File: src/rtl/tksr_pkg.sv
// Shared types, constants and the grid layout function for the top-K severity ranker.
// Depends on nothing; every other file of the block imports it.
`default_nettype none

package tksr_pkg;

  localparam int TOP_K      = 10;
  localparam int SLOT_COUNT = 64;

  localparam int SLOT_W  = 6;
  localparam int SCORE_W = 16;
  localparam int RANK_W  = 4;
  localparam int COUNT_W = 4;
  localparam int COLS_W  = 3;
  localparam int ROWS_W  = 2;

  // Internal width of the held count, which must reach TOP_K itself.
  localparam int CNT_W = $clog2(TOP_K + 1);

  typedef struct packed {
    logic [SLOT_W-1:0]         slot;
    logic signed [SCORE_W-1:0] score;
  } tksr_entry_t;

  // Per-cycle command broadcast to every cell of the chain.
  typedef struct packed {
    logic insert;
    logic shift;
  } tksr_ctl_t;

  typedef struct packed {
    logic [COLS_W-1:0] cols;
    logic [ROWS_W-1:0] rows;
  } tksr_layout_t;

  typedef enum logic [1:0] {
    ST_IDLE,
    ST_FINISH,
    ST_EMIT
  } tksr_state_t;

  // Grid layout for a nonzero count of ranked slots.
  function automatic tksr_layout_t tksr_layout(input logic [CNT_W-1:0] n);
    tksr_layout_t l;
    case (n) inside
      CNT_W'(1):                  begin l.cols = COLS_W'(1); l.rows = ROWS_W'(1); end
      [CNT_W'(2) : CNT_W'(4)]:    begin l.cols = COLS_W'(2); l.rows = ROWS_W'(2); end
      [CNT_W'(5) : CNT_W'(6)]:    begin l.cols = COLS_W'(3); l.rows = ROWS_W'(2); end
      [CNT_W'(7) : CNT_W'(9)]:    begin l.cols = COLS_W'(3); l.rows = ROWS_W'(3); end
      default:                    begin l.cols = COLS_W'(5); l.rows = ROWS_W'(2); end
    endcase
    return l;
  endfunction

endpackage

`default_nettype wire

File: src/rtl/tksr_cell.sv
// One position of the sorted top-K chain: holds a slot and its severity.
// Depends on tksr_pkg for the entry and command types.
`default_nettype none

module tksr_cell
  import tksr_pkg::*;
(
  input  wire logic        clk,
  input  wire tksr_ctl_t   ctl,
  input  wire logic        occupied,
  input  wire tksr_entry_t new_ent,
  input  wire tksr_entry_t prev_ent,
  input  wire logic        prev_beats,
  input  wire tksr_entry_t next_ent,
  output tksr_entry_t      ent,
  output logic             beats
);

  tksr_entry_t ent_r;
  tksr_entry_t ent_nxt;

  // A strictly greater severity wins, so equal scores keep arrival order.
  assign beats = !occupied || ($signed(new_ent.score) > $signed(ent_r.score));

  always_comb begin
    ent_nxt = ent_r;
    if (ctl.insert && beats) begin
      ent_nxt = prev_beats ? prev_ent : new_ent;
    end else if (ctl.shift) begin
      ent_nxt = next_ent;
    end
  end

  always_ff @(posedge clk) begin
    ent_r <= ent_nxt;
  end

  assign ent = ent_r;

endmodule

`default_nettype wire

File: src/rtl/top_k_severity_ranker_unit.sv
// Top level of the top-K severity ranker: control, cell chain and result register.
// Depends on tksr_pkg and tksr_cell.
`default_nettype none

// The ranker takes one word per monitored slot and keeps the most severe
// critical slots in a chain of TOP_K cells, sorted most severe first; equal
// severities keep the earlier slot ahead. A slot word is inserted in the cycle
// it is accepted, so a scan streams in at one word per cycle. After the word
// marked scan_end, a finish state latches the count and picks the grid layout,
// and then the chain drains toward its head, one result word per cycle while
// out_stall is low, giving max(n, 1) result words for n held slots; the input
// is stalled in the finish state and during that drain. An empty scan gives
// one word with entry_valid low and the previous layout. Results leave through
// a register, so the last word of a scan may wait while the next scan starts.

module top_k_severity_ranker_unit
  import tksr_pkg::*;
(
  input  wire logic                      clk,
  input  wire logic                      rst_n,
  input  wire logic                      in_valid,
  output logic                           in_stall,
  input  wire logic [SLOT_W-1:0]         in_slot_index,
  input  wire logic                      in_is_critical,
  input  wire logic signed [SCORE_W-1:0] in_severity,
  input  wire logic                      in_scan_end,
  output logic                           out_valid,
  input  wire logic                      out_stall,
  output logic [RANK_W-1:0]              out_rank,
  output logic [SLOT_W-1:0]              out_ranked_slot,
  output logic                           out_entry_valid,
  output logic [COUNT_W-1:0]             out_critical_count,
  output logic [COLS_W-1:0]              out_grid_cols,
  output logic [ROWS_W-1:0]              out_grid_rows,
  output logic                           out_list_end
);

  tksr_state_t state_r, state_nxt;

  logic [CNT_W-1:0]  held_count_r, held_count_nxt;
  logic [CNT_W-1:0]  total_r, total_nxt;
  logic [CNT_W-1:0]  rank_r, rank_nxt;
  tksr_layout_t      layout_r, layout_nxt;

  logic              out_valid_r, out_valid_nxt;
  logic [RANK_W-1:0] out_rank_r, out_rank_nxt;
  logic [SLOT_W-1:0] out_slot_r, out_slot_nxt;
  logic              out_entry_valid_r, out_entry_valid_nxt;
  logic [COUNT_W-1:0] out_count_r, out_count_nxt;
  tksr_layout_t      out_layout_r, out_layout_nxt;
  logic              out_list_end_r, out_list_end_nxt;

  logic              in_take;
  logic              slot_ok;
  logic              out_load;
  logic              last_word;
  tksr_ctl_t         ctl;
  tksr_entry_t       new_ent;
  tksr_entry_t       ent [TOP_K];
  logic              beats [TOP_K];

  assign in_take   = in_valid && !in_stall;
  assign slot_ok   = 32'(in_slot_index) < SLOT_COUNT;
  // The result register can take a new word when it is empty or being read.
  assign out_load  = (state_r == ST_EMIT) && (!out_valid_r || !out_stall);
  assign last_word = (total_r == '0) || (rank_r == total_r - CNT_W'(1));

  assign new_ent.slot  = in_slot_index;
  assign new_ent.score = in_severity;

  // Outputs of the control: stall and the command for the chain.
  always_comb begin
    in_stall   = (state_r != ST_IDLE);
    ctl.insert = in_take && in_is_critical && slot_ok;
    ctl.shift  = out_load && (total_r != '0);
  end

  // Next state.
  always_comb begin
    state_nxt = state_r;
    case (state_r)
      ST_IDLE: begin
        if (in_take && in_scan_end) begin
          state_nxt = ST_FINISH;
        end
      end
      ST_FINISH: begin
        state_nxt = ST_EMIT;
      end
      ST_EMIT: begin
        if (out_load && last_word) begin
          state_nxt = ST_IDLE;
        end
      end
      default: begin
        state_nxt = ST_IDLE;
      end
    endcase
  end

  // The chain: each cell takes the new entry, its left neighbor's entry when
  // the insertion point lies before it, or its right neighbor's when draining.
  for (genvar i = 0; i < TOP_K; i++) begin : g_cell
    tksr_entry_t prev_e;
    tksr_entry_t next_e;
    logic        prev_b;
    if (i == 0) begin : g_head
      assign prev_e = new_ent;
      assign prev_b = 1'b0;
    end else begin : g_body
      assign prev_e = ent[i-1];
      assign prev_b = beats[i-1];
    end
    if (i == TOP_K - 1) begin : g_tail
      assign next_e = '0;
    end else begin : g_inner
      assign next_e = ent[i+1];
    end

    tksr_cell u_cell (
      .clk        (clk),
      .ctl        (ctl),
      .occupied   (CNT_W'(i) < held_count_r),
      .new_ent    (new_ent),
      .prev_ent   (prev_e),
      .prev_beats (prev_b),
      .next_ent   (next_e),
      .ent        (ent[i]),
      .beats      (beats[i])
    );
  end

  // Count, layout and result bookkeeping.
  always_comb begin
    held_count_nxt      = held_count_r;
    total_nxt           = total_r;
    rank_nxt            = rank_r;
    layout_nxt          = layout_r;
    out_valid_nxt       = out_valid_r && out_stall;
    out_rank_nxt        = out_rank_r;
    out_slot_nxt        = out_slot_r;
    out_entry_valid_nxt = out_entry_valid_r;
    out_count_nxt       = out_count_r;
    out_layout_nxt      = out_layout_r;
    out_list_end_nxt    = out_list_end_r;

    if (ctl.insert && (held_count_r < CNT_W'(TOP_K))) begin
      held_count_nxt = held_count_r + CNT_W'(1);
    end

    if (state_r == ST_FINISH) begin
      total_nxt = held_count_r;
      rank_nxt  = '0;
      if (held_count_r != '0) begin
        layout_nxt = tksr_layout(held_count_r);
      end
    end

    if (out_load) begin
      out_valid_nxt       = 1'b1;
      out_rank_nxt        = RANK_W'(rank_r);
      out_slot_nxt        = (total_r != '0) ? ent[0].slot : '0;
      out_entry_valid_nxt = (total_r != '0);
      out_count_nxt       = COUNT_W'(total_r);
      out_layout_nxt      = layout_r;
      out_list_end_nxt    = last_word;
      rank_nxt            = rank_r + CNT_W'(1);
      if (total_r != '0) begin
        held_count_nxt = held_count_r - CNT_W'(1);
      end
    end
  end

  always_ff @(posedge clk) begin
    if (!rst_n) begin
      state_r      <= ST_IDLE;
      held_count_r <= '0;
      layout_r     <= '{cols: COLS_W'(1), rows: ROWS_W'(1)};
      out_valid_r  <= 1'b0;
    end else begin
      state_r      <= state_nxt;
      held_count_r <= held_count_nxt;
      layout_r     <= layout_nxt;
      out_valid_r  <= out_valid_nxt;
    end
  end

  always_ff @(posedge clk) begin
    total_r           <= total_nxt;
    rank_r            <= rank_nxt;
    out_rank_r        <= out_rank_nxt;
    out_slot_r        <= out_slot_nxt;
    out_entry_valid_r <= out_entry_valid_nxt;
    out_count_r       <= out_count_nxt;
    out_layout_r      <= out_layout_nxt;
    out_list_end_r    <= out_list_end_nxt;
  end

  assign out_valid          = out_valid_r;
  assign out_rank           = out_rank_r;
  assign out_ranked_slot    = out_slot_r;
  assign out_entry_valid    = out_entry_valid_r;
  assign out_critical_count = out_count_r;
  assign out_grid_cols      = out_layout_r.cols;
  assign out_grid_rows      = out_layout_r.rows;
  assign out_list_end       = out_list_end_r;

`ifndef SYNTH
  // The chain never claims more entries than it has cells.
  a_count_bound: assert property (@(posedge clk) disable iff (!rst_n)
    held_count_r <= CNT_W'(TOP_K))
    else $error("held count exceeds TOP_K");

  // Once the final word of a scan is loaded, the chain has been drained.
  a_drained: assert property (@(posedge clk) disable iff (!rst_n)
    out_load && last_word |=> held_count_r == '0)
    else $error("chain not empty after the final word");

  // The final word of a nonempty list carries the last rank.
  a_last_rank: assert property (@(posedge clk) disable iff (!rst_n)
    out_valid && out_list_end && out_entry_valid |->
      (out_rank == out_critical_count - RANK_W'(1)))
    else $error("final word rank does not match the count");

  // An empty result is always a lone final word with a zero count.
  a_empty_word: assert property (@(posedge clk) disable iff (!rst_n)
    out_valid && !out_entry_valid |-> out_list_end && (out_critical_count == '0))
    else $error("malformed empty result");
`endif

endmodule

`default_nettype wire
File: config.mk
export PLATFORM = sky130hd
export DESIGN_NAME = top_k_severity_ranker_unit
export DESIGN_NICKNAME = d
export VERILOG_FILES = /design/src/rtl/tksr_pkg.sv /design/src/rtl/tksr_cell.sv /design/src/rtl/top_k_severity_ranker_unit.sv
export SDC_FILE = /design/constraint.sdc
export NUM_CORES = 1
export LEC_CHECK = 0
export BUFFER_PORTS_ARGS = -buffer_cell sky130_fd_sc_hd__buf_4
export CAP_MARGIN = 25
export CELL_PAD_IN_SITES_DETAIL_PLACEMENT = 1
export CELL_PAD_IN_SITES_GLOBAL_PLACEMENT = 1
export CORE_ASPECT_RATIO = 0.5
export CORE_MARGIN = 4
export CORE_UTILIZATION = 50
export CTS_CLUSTER_SIZE = 24
export DETAILED_ROUTE_END_ITERATION = 8
export PLACE_DENSITY = 0.92
export SETUP_SLACK_MARGIN = 0.4
export SYNTH_ARGS = -nofsm -noshare
export SYNTH_HDL_FRONTEND = slang
export SYNTH_HIERARCHICAL = 1
export SYNTH_SLANG_ARGS = --single-unit
File: constraint.sdc
create_clock -name clk -period 4.7 [get_ports clk]
set_input_delay 0.47 -clock clk [delete_from_list [all_inputs] [get_ports clk]]
set_output_delay 0.47 -clock clk [all_outputs]
set_load 0.02 [all_outputs]
* After elaboration in Yosys (flattened, before gate mapping)
Index checks and enable logic that the tools add are counted.
** Storage, ports and cells
- Register bits after elaboration :: 261
- Bits of input ports :: 28
- Output and inout bits :: 23
- Logic and storage cells :: 177
** Cells by class
- Add/subtract/negate cells :: 4
- Order comparisons :: 27
- Eq/ne operators :: 6
- Multiplexer cells :: 42
- Reduce and logical (&&, ||, !) cells :: 64
** Operators with widths (number)
- $mux 22 :: 29
- $gt 16x16->1 :: 10
- $reduce_bool 2->1 :: 12
- $logic_and 1x1->1 :: 21
- $mux 4 :: 5
- $mux 5 :: 4
- $lt 3x4->1 const A :: 4
- $logic_not 1->1 :: 13
- $logic_or 1x1->1 :: 12
- $add 4x1->4 const B :: 2
- $ge 4x3->1 const B :: 2
- $le 4x3->1 const B :: 2
- $lt 1x4->1 const A :: 2
- $lt 2x4->1 const A :: 2
- $lt 4x4->1 const A :: 2
- $reduce_bool 4->1 :: 2
- $sub 4x1->4 const B :: 2
- $pmux 2 s3 :: 1
- $eq 4x1->1 const B :: 1
- $eq 4x4->1 :: 1
- $ge 4x2->1 const B :: 1
- $le 4x4->1 const B :: 1
- $logic_not 4->1 :: 1
- $lt 4x4->1 const B :: 1
- other kinds (8) :: 10

* Logic depth before layout (Yosys ltp)
- Depth in word-level cells :: 8
- Depth in mapped cells :: 16
- Depth with buffers taken out :: 14

* Hierarchy
Netlist, hierarchy kept.
** Modules (own cells, without submodules)
- tksr_cell at g_cell[0].u_cell ... :: times used 9, cells each 247, area each 2138.3 µm², seq. area each 660.6 µm²
- tksr_cell at g_cell[3].u_cell :: times used 1, cells each 312, area each 2524.9 µm², seq. area each 660.6 µm²
- top_k_severity_ranker_unit :: times used 1, cells each 155, area each 1821.7 µm², seq. area each 1111.1 µm²

* Least setup slack after synthesis
Ideal clock, no wire load.
- Path kind :: input-to-reg
- Start :: in in_severity[15]
- End :: reg g_cell[5].u_cell.ent_r (netlist bit g_cell[5].u_cell/ent[10]), data pin
- Setup time :: 0.261 ns
- Arrival time :: 3.203 ns
- Required time :: 4.439 ns
- Path slack :: 1.237 ns
- Stages :: 14
- Buffers on the path :: 3
- Cells stage by stage :: ha_1 -> nand4_2 -> nor4_4 -> o21ai_1 -> nand3_1 -> buf_2 -> nand3_1 -> nand2_1 -> clkbuf_1 -> clkbuf_1 -> mux2i_1 -> nand3_1 -> o31ai_1 -> nor2_1
** RTL lines
- from (decl) :: RTL line top_k_severity_ranker_unit.sv:25 : input wire logic signed [SCORE_W-1:0] in_severity,
- to (signal assigned) :: RTL line tksr_cell.sv:35 : ent_r <= ent_nxt;
- to (decl) :: RTL line tksr_cell.sv:19 : tksr_entry_t ent_r;

==> flow_summary.ini <==
[cells_and_area]
drive_above_1_share = 0.0961
fillers = 5318
fin_nets = 2827
fin_util = 0.550
area_growth_syn_to_layout_pct = 6.96

[flow_run]
timing.max_cap.violations = 0

[sta]
setup-violations-final = 0
rsz0062_at_grt = false
fmax_mhz = 243
fin_skew_ns = 0.0149
finalHoldViolCount = 0
tightest_slew_ns = 0.964
layout_min_cycle_time_ns = 4.12
postLayoutSetupSlackWorst_ns = 0.582
slew_violations = 0
fin_hold_ws_ns = 0.134
max_slew_margin = 0.357
fin_crit_sh = 0.876
setup_tns_ns = 0

[clock_network]
cts.clk_slew.worst_paths_ns = 0.08
worstSkewPairLatency_ns = 0.57
cts_resized = 0
cts_hold_buf = 0
ctsRootBufferMaster = clkbuf_16
cts_buffers = 27
clockBufferDepth = 3
cts_max_level = 1
cts_sinks = 261
cts_tree = yes
cts_setup_buffers = 0

[worst_setup_path]
crit_required_ns = 5.01
start_kind = register
crit_fanout = 12
crit_type = register to register
crit_path_end_kind = register
cp.arrival_ns = 4.43

[grt]
grt_overflow = 0
grt_pass1_wl_mm = 145
grt_max_degree = 80
antenna_found_initial = 1
grt_pass1_vias = 24600
grt.total_usage = 0.361

[detailed_routing]
viasPerCell = 7.31
vias = 24000
wirelength_mm = 95.0
drc = 0
wl_per_cell_um = 29.0
drt_iter0_drc = 3331
ant_nets = 0
drt_first_pass_iters = 6

[placed_design]
dp_hpwl_mm = 61.1
dp_slack_ns = 0.565
place_congestion = 0.910
numPortBuffers = 50

[logic_synthesis]
ys_warn_count = 6
syn_avg_cell_area_um2 = 8.77
syn-cell-area_um2 = 23600
synth_cells = 2688

[floorplanning]
die_y_um = 162
dieArea_um2 = 50900
die_w_um = 315
start_util = 0.514
coreArea_um2 = 45900
rows = 55
ios = 51

[status]
status = complete, no violations

[hold_path]
hp-class = input pin to register

[power]
p_per_area_nw_per_um2 = 385
vdd_drop_max_v = 0.000199
p_leak_nw = 10.7
power_mw = 9.70
==> state kept, by name, indices dropped and copies added, names as in the netlist, 2 cells and up <==
name                flops
held_count_r            4
total_r                 4
g_cell.u_cell/ent     220
rank_r                  4
out_grid_cols           3
out_ranked_slot         6
out_rank                4
out_critical_count      4
out_grid_rows           2
state_r                 2
layout_r                5
==> final timing paths <==
path                      startpoint  slack [ns]                       end  cells after the start
max          g_cell[3].u_cell/ent[7]        0.58  g_cell[4].u_cell/ent[17]                     13
min                      in_scan_end        0.13                state_r[0]                      3
max reg2reg  g_cell[3].u_cell/ent[7]        0.58  g_cell[4].u_cell/ent[17]                     13
min reg2reg              layout_r[4]        0.44          out_grid_cols[2]                      0
==> metal layers <==
| metal | vias up | track usage | wire [um] |
|---|---|---|---|
| li1 | 9913 | - | - |
| met1 | 11700 | 0.443 | 34600 |
| met2 | 1878 | 0.588 | 43100 |
| met3 | 546 | 0.0700 | 10200 |
| met4 | 2 | 0.226 | 7120 |
| met5 | - | 0 | 14 |
==> worst max-delay path, stage by stage (launching register included) <==
cell and delay, ns:
edfxtp_1 0.54, inv_1 0.10, ha_1 0.31, nand2_1 0.18, o21ai_0 0.19, nand2_1 0.19, a31oi_4 0.11, or2_1 0.27
o21ai_2 0.71, buf_4 0.38, mux2i_1 0.36, nand3_1 0.13, o31ai_1 0.28, nor2_1 0.09
==> metrics by stage <==
stage	cell area, um2	instances
floorplan	23700	2710
CTS	25200	3279
global route	25200	3280
finish	25200	3281
detailed placement	24200	3230
global placement	24100	3223
==> layout make-up <==
type,count,area [um2],area share
Tap cell,627,785,0.0311
Antenna cell,1,2.50,0.0000992
Multi-Input combinational cell,1997,13800,0.549
Clock inverter,18,284,0.0113
Clock buffer,31,711,0.0282
Timing Repair Buffer,131,1080,0.0427
Inverter,215,807,0.0320
Sequential cell,261,7720,0.306
==> power breakdown <==
group / internal (mW) / switching (mW)
registers: 3.09 / 0.427
logic: 1.14 / 2.46
clock network: 1.52 / 1.06
==> layout by cell type, fill, tap and decap left out, types with 12 or more instances in the layout <==
cell and count:
dfxtp_1 12, o31a_1 23, and2_1 16, nand2b_1 38
o21ai_0 41, nor2_1 225, nor3_1 21, a21o_1 12
o211ai_1 22, mux2i_1 199, a311oi_1 198, a21oi_1 61
o31ai_1 198, nand3_1 219, conb_1 23, ha_1 166
nand2_1 334, edfxtp_1 249, a31oi_1 26, inv_1 214
buf_4 121, clkbuf_16 27, nand4_1 12
(Power assumes the default switching activity.)
